`config.mk`:
```
export PLATFORM = sky130hd
export DESIGN_NAME = modular_inverse
export DESIGN_NICKNAME = d
export VERILOG_FILES = /design/src/hw/rtl/modinv_pkg.sv /design/src/hw/rtl/modular_inverse.sv
export SDC_FILE = /design/constraint.sdc
export NUM_CORES = 1
export LEC_CHECK = 0
export ABC_AREA = 1
export BUFFER_PORTS_ARGS = -buffer_cell sky130_fd_sc_hd__clkbuf_2
export CELL_PAD_IN_SITES_DETAIL_PLACEMENT = 1
export CELL_PAD_IN_SITES_GLOBAL_PLACEMENT = 2
export CORE_AREA = 2 2 174 176
export DETAILED_ROUTE_END_ITERATION = 12
export DIE_AREA = 0 0 176 178
export PLACE_DENSITY_LB_ADDON = 0.1
export SLEW_MARGIN = 5
export SYNTH_ARGS = -nofsm -noshare
export SYNTH_HDL_FRONTEND = slang
export SYNTH_SLANG_ARGS = --single-unit
```
`constraint.sdc`:
```
create_clock -name clk -period 13.58 [get_ports clk]
set_clock_uncertainty 0.05 [all_clocks]
set_input_delay 2.716 -clock clk [delete_from_list [all_inputs] [get_ports clk]]
set_output_delay 2.716 -clock clk [all_outputs]
set_load 0.02 [all_outputs]
```
`src/hw/rtl/modinv_pkg.sv`:
```
// shared constants for the modular inverse block
`default_nettype none
package modinv_pkg;
	localparam int WIDTH = 16;
	localparam int CNT_W = $clog2(WIDTH);
	localparam logic [WIDTH-1:0] MODULUS_RESET = WIDTH'(65);

	typedef enum logic [2:0] {
		S_IDLE = 3'b001,
		S_DIV  = 3'b010,
		S_STEP = 3'b100
	} state_t;
endpackage
`default_nettype wire

```
`src/hw/rtl/modular_inverse.sv`:
```
// modular inverse by extended euclid with a shared bit-serial divide and modular multiply
`default_nettype none
// Each word on value starts a run while busy is low; the result appears on inverse and
// found for exactly one cycle with done high and cannot be stalled. Each Euclid step is a
// restoring division, which also accumulates p*q mod modulus one quotient bit per cycle,
// followed by the Euclid update. A zero value or zero modulus answers in the next cycle
// with found clear. The modulus register may only be written while busy is low and no
// result is pending.
module modular_inverse (
	input  wire                          clk,
	input  wire                          arst_n,
	input  wire                          modulus_we,
	input  wire [modinv_pkg::WIDTH-1:0]  modulus,
	input  wire                          start,
	input  wire [modinv_pkg::WIDTH-1:0]  value,
	output logic                         busy,
	output logic                         done,
	output logic [modinv_pkg::WIDTH-1:0] inverse,
	output logic                         found
);
	import modinv_pkg::*;

	state_t             state_q;
	logic [WIDTH-1:0]   mod_q;
	logic [WIDTH-1:0]   b_q;
	logic [WIDTH-1:0]   rem_q;
	logic [WIDTH-1:0]   quo_q;
	logic [WIDTH-1:0]   acc_q;
	logic [WIDTH-1:0]   p_old_q;
	logic [WIDTH-1:0]   p_cur_q;
	logic [CNT_W-1:0]   cnt_q;
	logic               done_q;
	logic               found_q;
	logic [WIDTH-1:0]   inverse_q;

	// divider step
	logic [WIDTH:0]     rem_shift;
	logic               qbit;
	logic [WIDTH:0]     rem_sub;
	// modular accumulate step
	logic [WIDTH+1:0]   acc_sum;
	logic [WIDTH+1:0]   acc_m1;
	logic [WIDTH+1:0]   acc_m2;
	logic [WIDTH-1:0]   acc_next;
	// p update
	logic [WIDTH:0]     p_diff;
	logic [WIDTH-1:0]   p_new;

	always_comb begin
		rem_shift = {rem_q, quo_q[WIDTH-1]};
		qbit      = rem_shift >= {1'b0, b_q};
		rem_sub   = rem_shift - {1'b0, b_q};

		acc_sum = {1'b0, acc_q, 1'b0} + (qbit ? {2'b00, p_cur_q} : '0);
		acc_m1  = acc_sum - {2'b00, mod_q};
		acc_m2  = acc_sum - {1'b0, mod_q, 1'b0};
		if (acc_sum >= {1'b0, mod_q, 1'b0}) begin
			acc_next = acc_m2[WIDTH-1:0];
		end else if (acc_sum >= {2'b00, mod_q}) begin
			acc_next = acc_m1[WIDTH-1:0];
		end else begin
			acc_next = acc_sum[WIDTH-1:0];
		end

		if (p_old_q >= acc_q) begin
			p_diff = {1'b0, p_old_q} - {1'b0, acc_q};
		end else begin
			p_diff = {1'b0, p_old_q} + {1'b0, mod_q} - {1'b0, acc_q};
		end
		p_new = p_diff[WIDTH-1:0];
	end

	always_ff @(posedge clk or negedge arst_n) begin
		if (!arst_n) begin
			mod_q <= MODULUS_RESET;
		end else if (modulus_we) begin
			mod_q <= modulus;
		end
	end

	always_ff @(posedge clk or negedge arst_n) begin
		if (!arst_n) begin
			state_q <= S_IDLE;
			done_q  <= 1'b0;
			cnt_q   <= '0;
		end else begin
			done_q <= 1'b0;
			case (state_q)
				S_IDLE: begin
					if (start) begin
						if (value == '0 || mod_q == '0) begin
							done_q <= 1'b1;
						end else begin
							cnt_q   <= '0;
							state_q <= S_DIV;
						end
					end
				end
				S_DIV: begin
					cnt_q <= cnt_q + CNT_W'(1);
					if (cnt_q == CNT_W'(WIDTH-1)) begin
						state_q <= S_STEP;
					end
				end
				S_STEP: begin
					cnt_q <= '0;
					if (rem_q == '0) begin
						done_q  <= 1'b1;
						state_q <= S_IDLE;
					end else begin
						state_q <= S_DIV;
					end
				end
				default: begin
					state_q <= S_IDLE;
				end
			endcase
		end
	end

	always_ff @(posedge clk) begin
		case (state_q)
			S_IDLE: begin
				if (start) begin
					b_q       <= value;
					quo_q     <= mod_q;
					rem_q     <= '0;
					acc_q     <= '0;
					p_old_q   <= '0;
					p_cur_q   <= (mod_q == WIDTH'(1)) ? '0 : WIDTH'(1);
					inverse_q <= '0;
					found_q   <= 1'b0;
				end
			end
			S_DIV: begin
				rem_q <= qbit ? rem_sub[WIDTH-1:0] : rem_shift[WIDTH-1:0];
				quo_q <= {quo_q[WIDTH-2:0], qbit};
				acc_q <= acc_next;
			end
			S_STEP: begin
				if (rem_q == '0) begin
					found_q   <= b_q == WIDTH'(1);
					inverse_q <= (b_q == WIDTH'(1)) ? p_cur_q : '0;
				end else begin
					p_old_q <= p_cur_q;
					p_cur_q <= p_new;
					quo_q   <= b_q;
					b_q     <= rem_q;
					rem_q   <= '0;
					acc_q   <= '0;
				end
			end
			default: begin
				acc_q <= '0;
			end
		endcase
	end

	assign busy    = state_q != S_IDLE;
	assign done    = done_q;
	assign inverse = inverse_q;
	assign found   = found_q;

	a_done_idle: assert property (@(posedge clk) disable iff (!arst_n)
		done |-> !busy) else $error("result while busy");
	a_start_goes: assert property (@(posedge clk) disable iff (!arst_n)
		start && !busy |=> busy || done) else $error("accepted word dropped");
	a_done_source: assert property (@(posedge clk) disable iff (!arst_n)
		done |-> $past(busy) || $past(start)) else $error("spurious result");
	a_found_inverse: assert property (@(posedge clk) disable iff (!arst_n)
		done && !found |-> inverse == '0) else $error("inverse set without found");
endmodule
`default_nettype wire
```
; After elaboration in Yosys (flattened, before gate mapping)
; Cells that the tools add are included.
; W data, S select, Z words.
[op_classes]
add_sub_neg = 8
magnitude_cmp = 4
eq_ne = 12
muxes = 39
reduce_logical = 12
[op_table]
columns = cell, count
row1 = $mux W16, 16
row2 = $pmux W16 S3, 3
row3 = $pmux W16 S2, 4
row4 = $sub A16 B16 Y16, 5
row5 = $logic_not A16 Y1, 3
row6 = $eq A16 B1 Y1 const B, 2
row7 = $add A17 B16 Y18, 1
row8 = $ge A18 B16 Y1, 1
row9 = $ge A18 B17 Y1, 1
row10 = $ge A17 B16 Y1, 1
row11 = $add A16 B16 Y16, 1
row12 = $ge A16 B16 Y1, 1
row13 = $reduce_and A3 Y1, 5
row14 = $pmux W4 S3, 1
row15 = $ne A2 B2 Y1 const B, 5
row16 = $mux W3, 3
row17 = $pmux W3 S3, 1
row18 = $mux W4, 2
row19 = $mux W1, 6
row20 = $add A4 B1 Y4 const B, 1
row21 = $eq A4 B4 Y1 const B, 1
row22 = $pmux W1 S2, 2
row23 = $eq A3 B1 Y1 const B, 1
row24 = $eq A3 B2 Y1 const B, 1
row25 = 7 further kinds, 7
[totals]
ff_bits = 137
input_bits = 36
out_inout_bits = 19
word_cells = 87

; Logic depth before layout (Yosys ltp)
; Gate-level depths: netlist of the first run.
[logic_depth]
depth_word = 7
ltp_mapped = 39
mapped_depth_nobuf = 37

; Worst setup path after synthesis of the first run
; No wires, ideal clock.
[synth_timing]
path_type = reg-to-reg
start = reg rem_q[9]
end = reg acc_q[3], data pin
setup_ns = 0.252
t_arrival_ns = 4.401
required_ns = 13.278
path_slack_ns = 8.877
path_stages_with_launch = 39
path_buffers = 2
synth_period_minus_slack_ns = 4.703
path_cell_list = edfxtp_1 > ha_1 > nand2_1 > nand2_1 > nand2_1 > nand2_1 > nand2_1 > nand2_1 > nor2_1 > nand2_4 > clkinv_1 > clkbuf_1 > nor2_1 > ha_1 > inv_1 > fa_1 > nor2_1 > or2_2 > [3 not listed] > nand2_1 > ha_1 > nand2_1 > inv_1 > nand2_1 > nor3_1 > nand2_1 > nand2_1 > nand2_1 > nand2_1 > nand2_1 > nand2_1 > nand2_2 > nand2_4 > buf_6 > nand2_2 > nand2_1 > nor2_1
[synth_via]
elab_chain_len = 7
word_cells_on_any_way = 10
cone_classes = add/sub: 3 / order compare: 3 / mux: 4
[synth_rtl]
columns = item, line
row1 = start: declaration, modular_inverse.sv:26  ; logic [WIDTH-1:0] rem_q;
row2 = start signal: assignment, modular_inverse.sv:136  ; rem_q <= qbit ? rem_sub[WIDTH-1:0] : rem_shift[WIDTH-1:0];
row3 = $ge A17 B16 Y1 (*), modular_inverse.sv:51  ; qbit = rem_shift >= {1'b0, b_q};
row4 = $mux W16 (*), modular_inverse.sv:54  ; acc_sum = {1'b0, acc_q, 1'b0} + (qbit ? {2'b00, p_cur_q} : '0);
row5 = $add A17 B16 Y18 (*), modular_inverse.sv:54
row6 = $sub A16 B16 Y16 or $ge A18 B16 Y1 (tied branches), "modular_inverse.sv:55, modular_inverse.sv:59"
row7 = $mux W16, modular_inverse.sv:59  ; end else if (acc_sum >= {2'b00, mod_q}) begin
row8 = $mux W16 (*), modular_inverse.sv:57  ; if (acc_sum >= {1'b0, mod_q, 1'b0}) begin
row9 = $pmux W16 S3 (*), modular_inverse.sv:122  ; case (state_q)
row10 = end signal: assignment, modular_inverse.sv:138  ; acc_q <= acc_next;
row11 = end: declaration, modular_inverse.sv:28  ; logic [WIDTH-1:0] acc_q;
; Mark *: on every way between the ends. The rest lies on a longest branch, timed or not.
; A chain may end at the register's enable or synchronous reset.

; Worst setup path in the final report of the first run
[layout_timing]
start = reg rem_q[1]
end = reg acc_q[4], data pin
; The elaborated chain is that of the path after synthesis.

==> results of run 1 <==
-- placed cells by master (no fill, tap or decap), types with 4 or more instances in the layout --
cell	instances
edfxtp_1	113
nor3_1	9
xor2_1	42
a21o_1	14
a21oi_1	103
or2_2	8
o211ai_1	16
and2_1	4
inv_6	6
xnor2_1	24
nand4_1	29
fa_1	20
nor2_1	173
a21boi_0	5
nand3_1	79
nor4_1	9
a31oi_1	4
o21bai_1	10
buf_4	13
o21ai_0	84
nand2_2	14
dfrtp_1	21
nand2_1	394
clkbuf_2	54
inv_1	251
clkbuf_16	17
ha_1	95
-- per-stage QoR --
step,util,worst slack [ns]
after floorplan,-,8.88
after global placement,0.422,6.84
after detailed placement,0.422,6.67
after CTS,0.440,6.63
after global routing,0.440,5.92
final,0.440,6.55
-- cell type report --
class	count	area [um^2]	area share
tap	390	488	0.0377
inverter	254	953	0.0737
timing repair buffer	67	368	0.0284
clock buffer	19	433	0.0334
clock inverter	13	108	0.00831
sequential	137	4000	0.309
multi-input combinational	1152	6600	0.510
-- worst max path at each step --
stage | to | slack, ns | cells past startpoint | startpoint
2_1_floorplan | acc_q[3] | 8.88 | 38 | rem_q[9]
3_3_place_gp | acc_q[4] | 6.84 | 29 | rem_q[11]
3_5_place_dp | acc_q[4] | 6.67 | 29 | rem_q[1]
4_1_cts | acc_q[4] | 6.63 | 30 | b_q[1]
5_1_grt | acc_q[1] | 5.92 | 30 | b_q[1]
6_report | acc_q[4] | 6.55 | 29 | rem_q[1]
-- cell families (layout without fill, tap and decap cells) --
| logic type | after synthesis | in the layout | synth area share |
|---|---|---|---|
| xor+xnor | 66 | 66 | 0.0495 |
| simple gates | 729 | 729 | 0.262 |
| flops | 137 | 137 | 0.342 |
| fa+ha+maj | 115 | 115 | 0.136 |
| compound gates | 242 | 242 | 0.116 |
| buf+inv | 287 | 353 | 0.0951 |
-- routing by layer --
| metal | GRT usage | vias up | wire length, um |
|---|---|---|---|
| li1 | - | 5247 | - |
| met2 | 0.428 | 163 | 17800 |
| met5 | 0 | - | 0 |
| met4 | 0.0548 | 0 | 418 |
| met3 | 0.0411 | 24 | 1530 |
| met1 | 0.363 | 5106 | 19500 |
-- worst max-delay path, delay by kind of cell, from the launching register on --
| family | cells | cell delay [ns] |
|---|---|---|
| AOI/OAI and AO/OA | 2 | 0.18 |
| buffers and inverters | 3 | 0.67 |
| DFF | 1 | 0.43 |
| adders and majority gates | 4 | 1.42 |
| xor gates and xnor gates | 1 | 0.37 |
| and+or+nand+nor | 19 | 3.66 |
-- flip-flops by register name, indices dropped and copies added, names as in the netlist --
name and count:
p_cur_q 16, mod_q 16, quo_q 16, state_q 3, done 1, inverse 16, b_q 16, p_old_q 16
found 1, rem_q 16, cnt_q 4, acc_q 16
==> out/qor.yml, run 1 <==
ys_ff_latch: 137
clock_latency_ns: 0.44
syn_avg_cell_area_um2: 7.42
cp-end-kind: "register"
overflow: 0
cts_tree: "built"
setup_viol: 0
routabilityCongestion: 0.869
wl_um: 39200
via_per_inst: 5.19
min_to: "cnt_q[3]"
startpoint_type: "register"
die_w_um: 176
crit_fanout: 31
finalNonFillerCells: 2032
hp-class: "register to register"
timing.rr.start: "rem_q[1]"
netlist_instances: 1576
synth-async-reset-ratio: 0.175
max_cap_viol_count: 0
grt_pass1_vias: 11000
rr_endpoint: "acc_q[4]"
yosysTopAreaCellShare: 0.290
critPathKind: "register to register"
finalHoldViolations: 0
whs_ns: 0.465
yosysSeqAreaShare: 0.342
cts_resized: 0
slowest_delay_ns: 0.76
antenna_found_initial: 0
hold_depth: 2
synthTopCellsByCount: "394 x nand2_1, 253 x inv_1, 173 x nor2_1"
num_rows: 63
setup-tns-final_ns: 0
cts_made_buffers: 17
pin_count: 55
drt-pass1-iter-count: 7
yosysMostFrequentCell: "nand2_1"
fin_area_um2: 12900
period_share: 0.518
drt-initial-drc-count: 707
drc_errors: 0
dpl.hpwl_um: 31500
die_area_um2: 31300
crit_arrival_ns: 7.17
rrSetupSlack_ns: 6.55
synth-edff-count: 113
report.final.slew_viol_count: 0
ys_types: 42
placed_cells: 2000
max_freq_mhz: 142
nNetsFinal: 1780
grt_pass1_wl_um: 61600
htree_levels: 4
syn2layout_area_growth_pct: 10.7
clock-sinks: 137
status: "finished, final reports clean"
drive_gt1_frac: 0.0816
cts-root-buf: "clkbuf_16"
critPathSlowestCell: "nand3_1"
num_vias: 10500
holdCritStartpoint: "cnt_q[3]"
portBuffers: 54
insertedDiodeCount: 0
synth_flop_cell: "edfxtp_1"
synthesis.nets: 1727
initial_core_util: 0.398
yosysTopAreaCell: "edfxtp_1"
detail-route-antenna-nets: 0
crit_top_cell: "nor2_1"
clk_pin_slew_worst_paths_ns: 0.07
grt_max_degree: 51
rsz0062_at_grt: "no"
wl_per_cell_um: 19.3
die_y_um: 178
hold_buffers: 0
track_usage: 0.260
synth_area_leaders: "edfxtp_1 29%, nand2_1 13%, ha_1 10%"
coreArea_um2: 29400
synth_area_um2: 11700
crit_required_ns: 13.72
max_slew.worst_pin.slew_ns: 0.789
post-cts-setup-buffers: 0
slew_headroom: 0.472
period_needed_ns: 7.03
fillers: 3728
yosysWarnings: 0
worstRegToRegCells: 29
cts_buffer_depth: 2
dpl_cell_area_um2: 12400
Power of run 1 is left out: the tool's default activity adds up to more than one toggle a clock period on the data nets, which glitch-free logic cannot reach.
==> inputs of run 2 (changes only) <==
--- a/config.mk
+++ b/config.mk
@@ -9,9 +9,9 @@
 export BUFFER_PORTS_ARGS = -buffer_cell sky130_fd_sc_hd__clkbuf_2
 export CELL_PAD_IN_SITES_DETAIL_PLACEMENT = 1
 export CELL_PAD_IN_SITES_GLOBAL_PLACEMENT = 2
-export CORE_AREA = 2 2 174 176
+export CORE_AREA = 2 2 181 183
 export DETAILED_ROUTE_END_ITERATION = 12
-export DIE_AREA = 0 0 176 178
+export DIE_AREA = 0 0 183 185
 export PLACE_DENSITY_LB_ADDON = 0.1
 export SLEW_MARGIN = 5
 export SYNTH_ARGS = -nofsm -noshare
==> constraint.sdc (replaced) <==
create_clock -name clk -period 6.81 [get_ports clk]
set_clock_uncertainty 0.05 [all_clocks]
set_input_delay 1.362 -clock clk [delete_from_list [all_inputs] [get_ports clk]]
set_output_delay 1.362 -clock clk [all_outputs]
set_load 0.02 [all_outputs]
==> run 2 against run 1 <==
Compared with the run above:
- critical path depth down 1
- utilization down 3.4 points
- cell area up 0.52%
- routed wire length up 0.22%
- register-to-register slack worse by 5.7 ns
- sequential share of layout area down 0.16 points
- hold slack worse by 0.0033 ns
- maximum frequency up 19%
==> out/qor.yml, run 2 (same netlist as run 1, synthesis figures left out) <==
max_freq_mhz: 169
worstRegToRegCells: 28
grt_pass1_vias: 10800
setup_viol: 0
startpoint_type: "register"
clk_pin_slew_worst_paths_ns: 0.07
period_needed_ns: 5.92
wl_per_cell_um: 19.2
holdCritStartpoint: "cnt_q[3]"
dpl.hpwl_um: 32200
overflow: 0
max_slew.worst_pin.slew_ns: 1.17
finalNonFillerCells: 2049
wl_um: 39300
initial_core_util: 0.365
status: "finished, final reports clean"
grt_max_degree: 74
dp_slack_ns: 0.892
pin_count: 55
hold_depth: 2
crit_top_cell: "nor2_1"
drc_errors: 0
final_cell_mix: "394 x nand2_1, 251 x inv_1, 173 x nor2_1"
post-cts-setup-buffers: 0
crit_arrival_ns: 6.09
critPathSlowestCell: "edfxtp_1"
cts-root-buf: "clkbuf_16"
period_share: 0.869
max_cap_viol_count: 0
antenna_found_initial: 0
num_rows: 66
cp_top_family: "simple AND/OR/NAND/NOR gates"
drt-initial-drc-count: 617
placed_cells: 2017
timing.rr.start: "rem_q[11]"
rsz0062_at_grt: "no"
syn2layout_area_growth_pct: 11.3
setup-tns-final_ns: 0
cts_buffer_depth: 2
finalHoldViolations: 0
rr_endpoint: "acc_q[1]"
drive_gt1_frac: 0.0823
coreArea_um2: 32000
hold_buffers: 0
cts_made_buffers: 17
crit_fanout: 19
die_y_um: 185
rrSetupSlack_ns: 0.89
clock-sinks: 137
slew_headroom: 0.216
min_to: "cnt_q[3]"
critPathBufInv: 3
cts_resized: 0
portBuffers: 54
track_usage: 0.242
routabilityCongestion: 0.869
nNetsFinal: 1779
insertedDiodeCount: 0
report.final.slew_viol_count: 0
grt_pass1_wl_um: 61200
cp-end-kind: "register"
htree_levels: 4
slowest_delay_ns: 0.45
via_per_inst: 5.08
detail-route-antenna-nets: 0
clock_latency_ns: 0.46
die_area_um2: 33900
hp-class: "register to register"
num_vias: 10400
crit_required_ns: 6.98
critPathKind: "register to register"
final_common_cell: "nand2_1"
drt-pass1-iter-count: 5
die_w_um: 183
setup_ws_ns: 0.893
cts_tree: "built"
run 2: worst min-delay path, cell delays in order (launching register included):
cell and delay, ns:
dfrtp_1 0.37, nand2_1 0.06, nand2_1 0.05
run 2: per-layer routing:
metal / routed length (um) / vias up / track usage
li1: - / 5240 / -
met1: 19500 / 4941 / 0.336
met2: 17400 / 178 / 0.383
met3: 1540 / 40 / 0.0407
met4: 868 / 0 / 0.0765
met5: 0 / - / 0
run 2: worst max-delay path by stage:
stage | slack (ns) | endpoint | start | cells past startpoint
finish | 0.89 | acc_q[1] | rem_q[11] | 28
global route | 0.32 | acc_q[4] | rem_q[11] | 31
CTS | 0.88 | acc_q[1] | rem_q[11] | 28
detailed placement | 0.89 | acc_q[1] | rem_q[11] | 28
global placement | 1.11 | acc_q[1] | rem_q[11] | 28
floorplan | 2.11 | acc_q[7] | rem_q[9] | 38
run 2: stage by stage:
stage / utilization / hold slack (ns) / instance area [um^2]
3_3_place_gp: 0.388 / 0.432 / 12400
6_report: 0.406 / 0.462 / 13000
4_1_cts: 0.406 / 0.469 / 13000
3_5_place_dp: 0.388 / 0.454 / 12400
2_1_floorplan: - / 0.414 / 11700
5_1_grt: 0.406 / 0.510 / 13000
run 2: area by class of cell:
| type | count | area (um^2) |
|---|---|---|
| Clock buffer | 17 | 425 |
| Clock inverter | 15 | 160 |
| Fill cell | 4050 | 19000 |
| Inverter | 254 | 953 |
| Multi-Input combinational cell | 1152 | 6600 |
| Sequential cell | 137 | 4000 |
| Tap cell | 408 | 510 |
| Timing Repair Buffer | 66 | 360 |
Power of run 2 is left out for the same reason.
==> inputs of run 3 (changes only) <==
--- a/config.mk
+++ b/config.mk
@@ -7,11 +7,11 @@
 export LEC_CHECK = 0
 export ABC_AREA = 1
 export BUFFER_PORTS_ARGS = -buffer_cell sky130_fd_sc_hd__clkbuf_2
-export CELL_PAD_IN_SITES_DETAIL_PLACEMENT = 1
-export CELL_PAD_IN_SITES_GLOBAL_PLACEMENT = 2
-export CORE_AREA = 2 2 181 183
+export CELL_PAD_IN_SITES_DETAIL_PLACEMENT = 0
+export CELL_PAD_IN_SITES_GLOBAL_PLACEMENT = 1
+export CORE_AREA = 2 2 161 163
 export DETAILED_ROUTE_END_ITERATION = 12
-export DIE_AREA = 0 0 183 185
+export DIE_AREA = 0 0 163 165
 export PLACE_DENSITY_LB_ADDON = 0.1
 export SLEW_MARGIN = 5
 export SYNTH_ARGS = -nofsm -noshare
==> run 3 against run 2 <==
Compared with the run above:
- maximum frequency decreased by 5.0%
- sequential share of layout area grew 0.20 points
- non-clock buffer count is 2 higher
- clock-buffer cell count rose by 1
- utilization rose by 11 points
- critical path type unchanged
- critical path depth increased by 1
- global-route usage grew 3.0 points
- cell count down 3.7%
- die area fell by 21%
- hold slack better by 0.011 ns
- cell area shrank 0.64%
==> out/qor.yml, run 3 (same netlist as run 1, synthesis figures left out) <==
wl_per_cell_um: 17.9
ff_latch_area_um2: 4000
coreArea_um2: 25000
final_common_cell: "nand2_1"
initial_core_util: 0.467
finalNonFillerCells: 1973
syn2layout_area_growth_pct: 10.6
rsz0062_at_grt: "no"
pin_count: 55
worstRegToRegCells: 29
crit_arrival_ns: 6.36
grt_max_degree: 54
cts_made_buffers: 17
multi_input_comb_area_um2: 6600
max_cap_viol_count: 0
antenna_found_initial: 0
die_area_um2: 26900
die_y_um: 165
crit_end: "acc_q[1]"
grt.busiest_layer: "met2"
drt-pass1-iter-count: 5
startpoint: "b_q[1]"
htree_levels: 4
placed_cells: 1936
slowest_delay_ns: 0.46
drive_gt1_frac: 0.0828
utilization: 0.516
routabilityCongestion: 0.931
grt_pass1_vias: 10000
cts_buffer_depth: 2
portBuffers: 54
via_per_inst: 5.25
dpl.hpwl_um: 27900
num_rows: 58
final_cell_mix: "394 x nand2_1, 251 x inv_1, 173 x nor2_1"
critPathKind: "register to register"
wl_um: 35400
die_w_um: 163
max_freq_mhz: 161
crit_top_cell: "nor2_1"
dp_slack_ns: 0.296
clk_pin_slew_worst_paths_ns: 0.08
clock-sinks: 137
fillers: 2549
grtUsageMet1: 0.390
crit_fanout: 31
hp-class: "register to register"
insertedDiodeCount: 0
period_needed_ns: 6.23
grt_pass1_wl_um: 55100
setup_ws_ns: 0.580
drc_errors: 0
finalHoldViolations: 0
setup_viol: 0
period_share: 0.915
timing.rr.start: "b_q[1]"
startpoint_type: "register"
detail-route-antenna-nets: 0
clock_latency_ns: 0.44
rr_endpoint: "acc_q[1]"
nNetsFinal: 1781
rrSetupSlack_ns: 0.58
setup-tns-final_ns: 0
track_usage: 0.272
drt-initial-drc-count: 839
cp-end-kind: "register"
hold_buffers: 0
critPathSlowestCell: "edfxtp_1"
report.final.slew_viol_count: 0
cts_tree: "built"
met3_usage: 0.0394
slew_headroom: 0.241
num_vias: 10400
overflow: 0
status: "finished, final reports clean"
cts-root-buf: "clkbuf_16"
gr-usage-met2: 0.432
crit_required_ns: 6.94
max_slew.worst_pin.slew_ns: 1.13
run 3: per-stage QoR:
stage / cell area [um^2] / hold WS, ns
2_1_floorplan: 11700 / 0.414
3_3_place_gp: 12300 / 0.431
3_5_place_dp: 12300 / 0.463
4_1_cts: 12900 / 0.479
5_1_grt: 12900 / 0.513
6_report: 12900 / 0.473
run 3: how the worst min path moves through the flow:
stage | start | end | slack [ns] | cells after the start
detailed placement | cnt_q[3] | cnt_q[3] | 0.46 | 2
floorplan | cnt_q[3] | cnt_q[3] | 0.41 | 2
finish | cnt_q[3] | cnt_q[3] | 0.47 | 2
global route | cnt_q[3] | cnt_q[3] | 0.51 | 2
CTS | cnt_q[3] | cnt_q[3] | 0.48 | 2
global placement | cnt_q[3] | cnt_q[3] | 0.43 | 2
run 3: worst max-delay path, delay by kind of cell, from the launching register on:
kind / cells / cell delay (ns)
buffers and inverters: 4 / 0.71
and+or+nand+nor: 16 / 2.36
AOI/OAI and AO/OA: 4 / 0.61
xor gates and xnor gates: 1 / 0.45
DFF: 1 / 0.46
adders and majority gates: 4 / 1.31
run 3: timing repair:
item,4_1_cts,5_1_grt
buffers inserted,0,5
gates resized for setup,0,1
endpoints found under the setup margin,0,16
run 3: layout make-up:
type	instances	share of cell area
repair buffers	68	0.0300
well taps	330	0.0319
inverters	254	0.0740
flip-flops and latches	137	0.309
clock inverters	14	0.0107
multi-input cells	1152	0.511
clock buffers	18	0.0332
run 3: routing by layer:
metal | vias to the layer above | wire (um) | part of all wire
li1 | 5254 | - | -
met1 | 4800 | 17600 | 0.50
met2 | 261 | 15400 | 0.44
met3 | 36 | 1730 | 0.049
met4 | 0 | 625 | 0.018
met5 | - | 0 | 0
Power of run 3 is left out for the same reason.
